$ cat src/hw/rtl/hsvrgb_pkg.sv
// Shared constants and types for the HSV to RGB converter.
// No dependencies; used by hsvrgb_scale and hsv_to_rgb_converter_top.
package hsvrgb_pkg;

  localparam int PCT_W     = 7;
  localparam int HUE_W     = 12;
  localparam int FRAC_W    = 10;   // position within a sector, 0..599
  localparam int SECTOR_W  = 3;
  localparam int PROD_W    = 14;   // percent times percent
  localparam int LEVEL_W   = 23;   // levels in units of 1/60000 percent
  localparam int CFG_IDX_W = 4;

  localparam int NUM_SECTORS = 6;

  localparam logic [PCT_W-1:0]   PCT_MAX       = 7'd100;
  localparam logic [HUE_W-1:0]   SECTOR_TENTHS = 12'd600;
  localparam logic [15:0]        TOP_SCALE     = 16'd60000;
  localparam logic [9:0]         LOW_SCALE     = 10'd600;
  localparam logic [LEVEL_W-1:0] FULL_DENOM    = 23'd6000000;

  // Fraction bits kept beyond the output in the reciprocal estimate
  localparam int RECIP_SHIFT = 23;

  localparam logic [CFG_IDX_W-1:0] CFG_SATURATION = 4'd0;
  localparam logic [CFG_IDX_W-1:0] CFG_VALUE      = 4'd1;

  // Stage enables of the output scaling pipeline
  typedef struct packed {
    logic mul_en;
    logic fix_en;
    logic out_en;
  } scl_ctrl_t;

endpackage

$ cat src/hw/rtl/hsvrgb_scale.sv
// Scales one level to fixed point: floor(level * 2^OUT_FRAC_BITS / 6000000).
// Three stages: reciprocal multiply, back-multiply, one-step correction.
// Depends on hsvrgb_pkg.
module hsvrgb_scale #(
  parameter int OUT_FRAC_BITS = 12
) (
  input  logic                                  clk,
  input  hsvrgb_pkg::scl_ctrl_t                 ctrl,
  input  logic [hsvrgb_pkg::LEVEL_W-1:0]        level_in,
  output logic [OUT_FRAC_BITS:0]                level_out
);

  localparam int OW = OUT_FRAC_BITS + 1;
  localparam int MW = OUT_FRAC_BITS + 1;
  localparam int PW = hsvrgb_pkg::LEVEL_W + MW;
  localparam int WW = hsvrgb_pkg::LEVEL_W + OUT_FRAC_BITS + 1;
  localparam longint unsigned RECIP =
    (64'd1 << (OUT_FRAC_BITS + hsvrgb_pkg::RECIP_SHIFT)) / 64'd6000000;
  localparam logic [MW-1:0] RECIP_M = MW'(RECIP);

  logic [hsvrgb_pkg::LEVEL_W-1:0] x1;
  logic [PW-1:0]                  prod;
  logic [hsvrgb_pkg::LEVEL_W-1:0] x2;
  logic [OW-1:0]                  est;
  logic [WW-1:0]                  est_d;
  logic [OW-1:0]                  est_c;
  logic [WW-1:0]                  rem;

  // Estimate is the true quotient or one below it
  assign est_c = OW'(prod >> hsvrgb_pkg::RECIP_SHIFT);
  assign rem   = (WW'(x2) << OUT_FRAC_BITS) - est_d;

  always_ff @(posedge clk) begin
    if (ctrl.mul_en) begin
      x1   <= level_in;
      prod <= PW'(level_in) * PW'(RECIP_M);
    end
    if (ctrl.fix_en) begin
      x2    <= x1;
      est   <= est_c;
      est_d <= WW'(est_c) * WW'(hsvrgb_pkg::FULL_DENOM);
    end
    if (ctrl.out_en) begin
      level_out <= (rem >= WW'(hsvrgb_pkg::FULL_DENOM)) ? est + OW'(1) : est;
    end
  end

endmodule

$ cat src/hw/rtl/hsv_to_rgb_converter_top.sv
// HSV to RGB converter, top level. Takes one hue request per clock while the output is not
// stalled, and returns red, green and blue levels; with rgb_ready held high there are no
// bubbles. The pipeline has three arithmetic stages (sector split, products, ordering)
// followed by the three-stage reciprocal scaling of each channel. Each stage holds its
// own valid bit, so a stalled output only backs up as far as the first empty stage.
// The user writes saturation and value through the configuration port only while idle;
// the block does not enforce it. Depends on hsvrgb_pkg and hsvrgb_scale.
module hsv_to_rgb_converter_top #(
  parameter int OUT_FRAC_BITS = 12
) (
  input  logic                                clk,
  input  logic                                rst,
  input  logic                                cfg_valid,
  output logic                                cfg_ready,
  input  logic [hsvrgb_pkg::CFG_IDX_W-1:0]    cfg_index,
  input  logic [hsvrgb_pkg::PCT_W-1:0]        cfg_data,
  input  logic                                hue_valid,
  output logic                                hue_ready,
  input  logic [hsvrgb_pkg::HUE_W-1:0]        hue_tenths,
  output logic                                rgb_valid,
  input  logic                                rgb_ready,
  output logic [OUT_FRAC_BITS:0]              red_level,
  output logic [OUT_FRAC_BITS:0]              green_level,
  output logic [OUT_FRAC_BITS:0]              blue_level
);

  localparam int NSTG   = 6;
  localparam int RISE_W = hsvrgb_pkg::PROD_W + hsvrgb_pkg::FRAC_W;
  localparam int LOW_W  = hsvrgb_pkg::PROD_W + 10;
  localparam int TOP_W  = hsvrgb_pkg::PCT_W + 16;

  logic [hsvrgb_pkg::PCT_W-1:0] sat_pct;
  logic [hsvrgb_pkg::PCT_W-1:0] val_pct;

  logic [NSTG-1:0] vld;
  logic [NSTG-1:0] adv;

  // Stage 1 inputs
  logic [hsvrgb_pkg::PCT_W-1:0]    sat;
  logic [hsvrgb_pkg::PCT_W-1:0]    val;
  logic [hsvrgb_pkg::SECTOR_W-1:0] cnt;
  logic [hsvrgb_pkg::SECTOR_W-1:0] sec_c;
  logic [hsvrgb_pkg::HUE_W-1:0]    base;
  logic [hsvrgb_pkg::FRAC_W-1:0]   f_c;

  logic [hsvrgb_pkg::SECTOR_W-1:0] sec1;
  logic [hsvrgb_pkg::FRAC_W-1:0]   f1;
  logic [hsvrgb_pkg::PROD_W-1:0]   sv1;
  logic [hsvrgb_pkg::PROD_W-1:0]   dv1;
  logic [hsvrgb_pkg::PCT_W-1:0]    v1;

  logic [RISE_W-1:0] rise_full;
  logic [LOW_W-1:0]  low_full;
  logic [TOP_W-1:0]  top_full;

  logic [hsvrgb_pkg::SECTOR_W-1:0] sec2;
  logic [hsvrgb_pkg::LEVEL_W-1:0]  rise2;
  logic [hsvrgb_pkg::LEVEL_W-1:0]  low2;
  logic [hsvrgb_pkg::LEVEL_W-1:0]  top2;

  logic [hsvrgb_pkg::LEVEL_W-1:0] inc;
  logic [hsvrgb_pkg::LEVEL_W-1:0] dec;
  logic [hsvrgb_pkg::LEVEL_W-1:0] r_c, g_c, b_c;
  logic [hsvrgb_pkg::LEVEL_W-1:0] r3, g3, b3;

  hsvrgb_pkg::scl_ctrl_t scl_ctrl;

  // Configuration
  assign cfg_ready = !rst;

  always_ff @(posedge clk) begin
    if (rst) begin
      sat_pct <= hsvrgb_pkg::PCT_MAX;
      val_pct <= hsvrgb_pkg::PCT_MAX;
    end else if (cfg_valid) begin
      if (cfg_index == hsvrgb_pkg::CFG_SATURATION) begin
        sat_pct <= cfg_data;
      end else if (cfg_index == hsvrgb_pkg::CFG_VALUE) begin
        val_pct <= cfg_data;
      end
    end
  end

  // Per-stage flow control: a stage loads when empty or when it moves on
  always_comb begin
    adv[NSTG-1] = !vld[NSTG-1] || rgb_ready;
    for (int i = NSTG - 2; i >= 0; i--) begin
      adv[i] = !vld[i] || adv[i+1];
    end
  end

  assign hue_ready = adv[0] && !rst;
  assign rgb_valid = vld[NSTG-1];

  always_ff @(posedge clk) begin
    if (rst) begin
      vld <= '0;
    end else begin
      if (adv[0]) begin
        vld[0] <= hue_valid;
      end
      for (int i = 1; i < NSTG; i++) begin
        if (adv[i]) begin
          vld[i] <= vld[i-1];
        end
      end
    end
  end

  // Stage 1: clamp, sector split, percent products
  assign sat = (sat_pct > hsvrgb_pkg::PCT_MAX) ? hsvrgb_pkg::PCT_MAX : sat_pct;
  assign val = (val_pct > hsvrgb_pkg::PCT_MAX) ? hsvrgb_pkg::PCT_MAX : val_pct;

  always_comb begin
    cnt = '0;
    for (int i = 1; i <= hsvrgb_pkg::NUM_SECTORS; i++) begin
      if (hue_tenths >= hsvrgb_pkg::HUE_W'(i * 600)) begin
        cnt = cnt + hsvrgb_pkg::SECTOR_W'(1);
      end
    end
  end

  // Hues past 359.9 degrees wrap to the first sector
  assign base  = hsvrgb_pkg::HUE_W'(cnt) * hsvrgb_pkg::SECTOR_TENTHS;
  assign f_c   = hsvrgb_pkg::FRAC_W'(hue_tenths - base);
  assign sec_c = (cnt == hsvrgb_pkg::SECTOR_W'(hsvrgb_pkg::NUM_SECTORS)) ? '0 : cnt;

  always_ff @(posedge clk) begin
    if (adv[0]) begin
      sec1 <= sec_c;
      f1   <= f_c;
      sv1  <= hsvrgb_pkg::PROD_W'(sat) * hsvrgb_pkg::PROD_W'(val);
      dv1  <= hsvrgb_pkg::PROD_W'(hsvrgb_pkg::PCT_MAX - sat) * hsvrgb_pkg::PROD_W'(val);
      v1   <= val;
    end
  end

  // Stage 2: levels in units of 1/60000 percent
  assign rise_full = RISE_W'(sv1) * RISE_W'(f1);
  assign low_full  = LOW_W'(dv1) * LOW_W'(hsvrgb_pkg::LOW_SCALE);
  assign top_full  = TOP_W'(v1) * TOP_W'(hsvrgb_pkg::TOP_SCALE);

  always_ff @(posedge clk) begin
    if (adv[1]) begin
      sec2  <= sec1;
      rise2 <= hsvrgb_pkg::LEVEL_W'(rise_full);
      low2  <= hsvrgb_pkg::LEVEL_W'(low_full);
      top2  <= hsvrgb_pkg::LEVEL_W'(top_full);
    end
  end

  // Stage 3: ramp levels and channel ordering
  assign inc = low2 + rise2;
  assign dec = top2 - rise2;

  always_comb begin
    case (sec2)
      3'd0: begin
        r_c = top2; g_c = inc;  b_c = low2;
      end
      3'd1: begin
        r_c = dec;  g_c = top2; b_c = low2;
      end
      3'd2: begin
        r_c = low2; g_c = top2; b_c = inc;
      end
      3'd3: begin
        r_c = low2; g_c = dec;  b_c = top2;
      end
      3'd4: begin
        r_c = inc;  g_c = low2; b_c = top2;
      end
      default: begin
        r_c = top2; g_c = low2; b_c = dec;
      end
    endcase
  end

  always_ff @(posedge clk) begin
    if (adv[2]) begin
      r3 <= r_c;
      g3 <= g_c;
      b3 <= b_c;
    end
  end

  // Stages 4 to 6: fixed-point scaling per channel
  assign scl_ctrl.mul_en = adv[3];
  assign scl_ctrl.fix_en = adv[4];
  assign scl_ctrl.out_en = adv[5];

  hsvrgb_scale #(.OUT_FRAC_BITS(OUT_FRAC_BITS)) u_scale_red (
    .clk       (clk),
    .ctrl      (scl_ctrl),
    .level_in  (r3),
    .level_out (red_level)
  );

  hsvrgb_scale #(.OUT_FRAC_BITS(OUT_FRAC_BITS)) u_scale_green (
    .clk       (clk),
    .ctrl      (scl_ctrl),
    .level_in  (g3),
    .level_out (green_level)
  );

  hsvrgb_scale #(.OUT_FRAC_BITS(OUT_FRAC_BITS)) u_scale_blue (
    .clk       (clk),
    .ctrl      (scl_ctrl),
    .level_in  (b3),
    .level_out (blue_level)
  );

endmodule
$ cat config.mk
export PLATFORM = sky130hd
export DESIGN_NAME = hsv_to_rgb_converter_top
export DESIGN_NICKNAME = d
export VERILOG_FILES = /design/src/hw/rtl/hsvrgb_pkg.sv /design/src/hw/rtl/hsvrgb_scale.sv /design/src/hw/rtl/hsv_to_rgb_converter_top.sv
export SDC_FILE = /design/constraint.sdc
export NUM_CORES = 2
export LEC_CHECK = 0
export ABC_AREA = 1
export BUFFER_PORTS_ARGS = -buffer_cell sky130_fd_sc_hd__buf_2
export CORE_UTILIZATION = 56
export CTS_CLUSTER_SIZE = 16
export DETAILED_ROUTE_END_ITERATION = 6
export PLACE_DENSITY = 0.8
export SLEW_MARGIN = 20
export SYNTH_ARGS = -nofsm -noshare
export SYNTH_HDL_FRONTEND = slang
export SYNTH_SLANG_ARGS = --single-unit
$ cat constraint.sdc
create_clock -name clk -period 26.1 [get_ports clk]
set_clock_uncertainty 0.1 [all_clocks]
set_input_delay 1.305 -clock clk [delete_from_list [all_inputs] [get_ports clk]]
set_output_delay 1.305 -clock clk [all_outputs]
set_load 0.02 [all_outputs]
# == Yosys cells after proc, flatten, opt, wreduce, memory -nomap -nowiden ==
# Index checks and enable logic that the tools add are counted.
# word_totals
ff_bits,609
inputBits,28
output_inout_bits,42
# classes
addsub,15
n_mul,12
magnitude_cmp,11
n_eq_ne,6
mux,14
bitwise,1
n_reduce_logical,22
# op_table
op,count
$pmux W23 S3,3
$ge A36 B23 Y1 const B,3
$sub A35 B36 Y36,3
$mul A23 B12 Y35 const B,3
$mul A13 B16 Y29 const B,3
$add A13 B1 Y13 const B,3
$mux W13,3
$ge A12 B12 Y1 const B,3
$ge A12 B11 Y1 const B,2
$add A23 B23 Y23,1
$mul A14 B10 Y23,1
$sub A23 B23 Y23,1
$mul A14 B7 Y20 const B,1
$mul A7 B11 Y18 const B,1
$add A3 B1 Y3 const B,5
$mux W3,5
$gt A7 B7 Y1 const B,2
$mul A7 B7 Y14,1
$mul A8 B8 Y14,1
$mux W7,2
$ge A12 B10 Y1 const B,1
$sub A10 B10 Y10,1
$reduce_or A2 Y1,4
$sub A7 B7 Y8 const A,1
14 further kinds,27

# == Longest topological paths before layout ==
# depth
ltp_word,14
depth_mapped,40
ltp_nobuf,40

# == By module ==
# From an unflattened synthesis, not the netlist that was laid out.
# unflattened
hier_cells,8401
hier_area_um2,70410.0
# modules_own_cells
mod,instances,cells_each,area_per_inst_um2
hsv_to_rgb_converter_top,1,2654,22235.1
hsvrgb_scale at u_scale_blue,1,1969,16285.6
hsvrgb_scale at u_scale_red,1,1900,15952.8
hsvrgb_scale at u_scale_green,1,1878,15936.5

# == Least setup slack after synthesis ==
# Ideal clock, no wire load.
# synth_path
path_type,input to output
start,input port rgb_ready
end,output port hue_ready
t_arrival_ns,11.438
t_required_ns,24.695
path_slack_ns,13.257
cell_stages,12
path_buffers,0
cell_sequence,nor2_1 -> inv_1 -> nor2_1 -> inv_1 -> nor2_1 -> inv_1 -> nor2_1 -> inv_1 -> nor2_1 -> nand2_1 -> nand2_1 -> inv_1
# synth_via
elab_chain_len,7
# synth_lines
item,line,text
from (decl),hsv_to_rgb_converter_top.sv:21,"input logic rgb_ready,"
$logic_or A1 B1 Y1,hsv_to_rgb_converter_top.sv:86,adv[NSTG-1] = !vld[NSTG-1] || rgb_ready;
via adv[5],hsv_to_rgb_converter_top.sv:36,logic [NSTG-1:0] adv;
$logic_or A1 B1 Y1,hsv_to_rgb_converter_top.sv:88,adv[i] = !vld[i] || adv[i+1];
via adv[4],hsv_to_rgb_converter_top.sv:36,
$logic_or A1 B1 Y1,hsv_to_rgb_converter_top.sv:88,
via adv[3],hsv_to_rgb_converter_top.sv:36,
$logic_or A1 B1 Y1,hsv_to_rgb_converter_top.sv:88,
via adv[2],hsv_to_rgb_converter_top.sv:36,
$logic_or A1 B1 Y1 (2 in a row),hsv_to_rgb_converter_top.sv:88,
$logic_and A1 B1 Y1,hsv_to_rgb_converter_top.sv:92,assign hue_ready = adv[0] && !rst;
to (decl),hsv_to_rgb_converter_top.sv:18,"output logic hue_ready,"
# The timed path passes the listed nets, and every way through them passes these cells.

# == Final worst setup path ==
# layout_path
start,input port hue_tenths[6] (netlist bit)
end,"register f1[9] (netlist bit), data pin"
# layout_via
elab_chain_len,14
elab_cells_between_ends,19
cone_classes,add/sub (6); mul (1); order compare (6); mux (6)
# layout_lines
item,line,text
from (decl),hsv_to_rgb_converter_top.sv:19,"input logic [hsvrgb_pkg::HUE_W-1:0] hue_tenths,"
$ge A12 B10 Y1,hsv_to_rgb_converter_top.sv:117,if (hue_tenths >= hsvrgb_pkg::HUE_W'(i * 600)) begin
$mux W1,hsv_to_rgb_converter_top.sv:117,
$add A3 B1 Y3,hsv_to_rgb_converter_top.sv:118,cnt = cnt + hsvrgb_pkg::SECTOR_W'(1);
$mux W3,hsv_to_rgb_converter_top.sv:117,
$add A3 B1 Y3,hsv_to_rgb_converter_top.sv:118,
$mux W3,hsv_to_rgb_converter_top.sv:117,
$add A3 B1 Y3,hsv_to_rgb_converter_top.sv:118,
$mux W3,hsv_to_rgb_converter_top.sv:117,
$add A3 B1 Y3,hsv_to_rgb_converter_top.sv:118,
$mux W3,hsv_to_rgb_converter_top.sv:117,
$add A3 B1 Y3,hsv_to_rgb_converter_top.sv:118,
$mux W3 *,hsv_to_rgb_converter_top.sv:117,
via cnt (one bit),hsv_to_rgb_converter_top.sv:41,logic [hsvrgb_pkg::SECTOR_W-1:0] cnt;
$mul A3 B7 Y7 *,hsv_to_rgb_converter_top.sv:124,assign base = hsvrgb_pkg::HUE_W'(cnt) * hsvrgb_pkg::SECTOR_TENTHS;
$sub A10 B10 Y10 *,hsv_to_rgb_converter_top.sv:125,assign f_c = hsvrgb_pkg::FRAC_W'(hue_tenths - base);
via f_c (one bit),hsv_to_rgb_converter_top.sv:44,logic [hsvrgb_pkg::FRAC_W-1:0] f_c;
to (signal assigned),hsv_to_rgb_converter_top.sv:131,f1 <= f_c;
to (decl),hsv_to_rgb_converter_top.sv:47,logic [hsvrgb_pkg::FRAC_W-1:0] f1;
# The timed path passes the listed nets; every way through them passes the cells marked *.
# A chain may end at the register's enable or synchronous reset.

==> qor.csv <==
stage,metric,value,unit
setup_path,Crit path arrival time,6.76,ns
routing,First-pass DRT Iterations,6,
clock_tree,CTS root buf,clkbuf_16,
synth,"EDFF count, synth",519,
grt,GR Util met1,36.9,%
timing,RSZ-0062 raised after global routing,no,
floorplanning,Die H,351,um
routing,Initial DRC Count,4018,
run_status,status,completed,
timing,endpoints failing hold,0,
setup_path,CP bufs+invs,8,
synth,"area leader, netlist",edfxtp_1,
floorplanning,Initial Util,56.7,%
timing,Max Fclk,155,MHz
finish,Syn-to-layout area delta,6.50,%
routing,via count,51984,
synth,sequential share of the synthesized area,23.4,%
place,Final GP Congestion,0.978,
clock_tree,clk_lat worst skew,0.65,ns
synth,most frequent cell after synthesis,inv_1,
clock_tree,total CTS buffers,67,
setup_path,CP max stage delay,0.50,ns
setup_path,crit start category,input pin,
clock_tree,Post-CTS Hold Buffers,0,
worst_hold_path,hold crit path type,reg -> reg,
setup_path,Critical Path RT,26.41,ns
clock_tree,clock sink total,539,
timing,setup TNS,0,ns
synth,Synth Register Bits,539,
floorplanning,Core ar.,0.120,sq mm
grt,GRT met2 Usage,46.2,%
synth,syn avg cell area,8.69,sq um
synth,synth top area cells,"edfxtp_1, fa_1, ha_1",
clock_tree,Setup Buffers After CTS,0,
setup_path,WS Path Type,in -> reg,
grt,first-pass GRT wire length,270000,um
timing,Slew HR,25.1,%
grt,Overall Global Routing Usage,27.5,%
routing,Routed Wire Length,164000,um
synth,Yosys top cell area share,22.8,%
grt,global route hottest layer,met2,
clock_tree,H-tree depth,3,
finish,Antenna Cells,0,
clock_tree,Max Buffers Root-to-Sink,3,
routing,DRC errors left,0,
setup_path,"Slowest-stage cell, CP",fa_1,
synth,async set-reset flop share out of synthesis,0,%
grt,vias in the first global route,53480,
grt,antenna violations before repair,1,
synth,Syn Inst Count,7856,
setup_path,Crit path max-delay family,adder cells,
run,number of max-cap violations,0,
synth,YS warnings,0,
routing,ANT nets after route,0,
floorplanning,Die W,351,um
floorplanning,IO Count,70,
timing,final max-slew violation count,0,
floorplanning,row cnt,127,
grt,GRT Residual Overflow,0,
timing,Tightest Pin Transition,1.12,ns
grt,GRT met3 Usage,3.97,%
routing,vias per cell,5.40,
clock_tree,CTS tree,done,
place,post-DP HPWL,138000,um
setup_path,Crit Path Max Fanout,4,
clock_tree,"Gates resized, CTS repair",0,
setup_path,"most used cell, CP",nand2_1,
timing,period utilization,24.7,%
synth,Synth top cells by count,"inv_1, nand2_1, ha_1",
timing,final setup vio count,0,
grt,largest net degree at the start of global routing,124,
timing,crit path time final,6.46,ns
setup_path,CP Capture Type,flop,
place,port bufs,69,
finish,share of cells above drive strength 1,3.61,%
synth,Syn Std Cell Area,0.0683,sq mm
synth,synth unique cells,53,
clock_tree,clock-pin slew on the worst setup and hold paths,0.07,ns
routing,average wire per standard cell,17.1,um
floorplanning,area of the die,0.123,sq mm
synth,ys flop type,edfxtp_1,
finish,final net count,9704,
[layout make-up]
class / count / area, sq um
Clock inverter: 44 / 434
Sequential cell: 539 / 16000
Fill cell: 10312 / 47700
Tap cell: 1612 / 2020
Inverter: 1987 / 7470
Multi-Input combinational cell: 5285 / 44700
Clock buffer: 77 / 1740
Timing Repair Buffer: 82 / 443
[sequential cells by signal, indices dropped and copies added, names as in the netlist, 14 cells and up]
name,count
b3,23
g3,23
low2,20
r3,23
rise2,23
sv1,14
top2,18
u_scale_blue.est_d,28
u_scale_blue.x1,23
u_scale_blue.x2,23
u_scale_green.est_d,28
u_scale_green.x1,23
u_scale_green.x2,23
u_scale_red.est_d,28
u_scale_red.x1,23
u_scale_red.x2,23
[final timing paths]
| check | from | cells after the start | slack [ns] | to |
|---|---|---|---|---|
| setup / recovery | hue_tenths[6] | 37 | 19.64 | f1[9] |
| hold / removal | u_scale_green.x1[3] | 0 | 0.31 | u_scale_green.x2[3] |
| setup reg to reg | sat_pct[5] | 25 | 19.89 | dv1[13] |
| hold reg to reg | u_scale_green.x1[3] | 0 | 0.31 | u_scale_green.x2[3] |
[placed cells by master, fill, tap and decap left out, types with 23 or more instances in the layout]
cell	n
nand4_1	162
buf_2	69
o211ai_1	23
edfxtp_1	519
nand2_1	1552
nand3_1	296
o21ai_0	168
clkbuf_16	68
nor3_1	59
nor2_2	35
xnor2_1	79
a21oi_1	359
fa_1	773
nor2_1	371
inv_1	1965
xor2_1	207
ha_1	941
[metal layers]
layer  part of all wire (%)  wire length (um)
met5                      0                 0
met4                    3.0              4980
met3                    6.1             10000
met1                     44             71900
met2                     47             77500
[worst register-to-register path: stages, from the launching register on]
cell	delay, ns
dfxtp_1	0.50
nand2_1	0.12
a31oi_1	0.37
nor2_1	0.16
inv_1	0.21
o21ai_0	0.18
o21ai_0	0.65
inv_1	0.14
nand2_1	0.12
fa_1	0.18
inv_1	0.06
fa_1	0.48
inv_1	0.06
fa_1	0.53
inv_1	0.05
fa_1	0.43
ha_1	0.36
nand2_1	0.06
o21ai_0	0.28
a21o_1	0.16
a21oi_1	0.08
o21ai_0	0.28
a21oi_1	0.11
nor2_1	0.10
nor2_1	0.05
xnor2_1	0.12
[kinds of logic (layout without fill, tap and decap cells)]
kind of cell	count (synthesis)	in the layout	share of synthesized area, %
other cells	2	18	0.0110
buf+inv	2048	2190	11.3
xor+xnor	286	286	3.67
fa+ha+maj	1714	1714	39.9
compound gates	695	695	5.72
flops	539	539	23.4
simple gates	2572	2572	16.0
[stage by stage]
stage | utilization (%) | std cells | setup WS (ns) | hold WS, ns | cell area (sq um)
finish | 60.4 | 9626 | 19.64 | 0.306 | 72700
global route | 60.4 | 9626 | 19.09 | 0.316 | 72700
CTS | 60.4 | 9626 | 19.59 | 0.310 | 72700
detailed placement | 58.6 | 9505 | 18.99 | 0.305 | 70600
global placement | 58.6 | 9505 | 19.04 | 0.301 | 70600
floorplan | - | 7872 | 13.26 | 0.300 | 68400
Power is not shown: default switching activity piles up to over one toggle a cycle in this logic, so the estimate is an artifact.
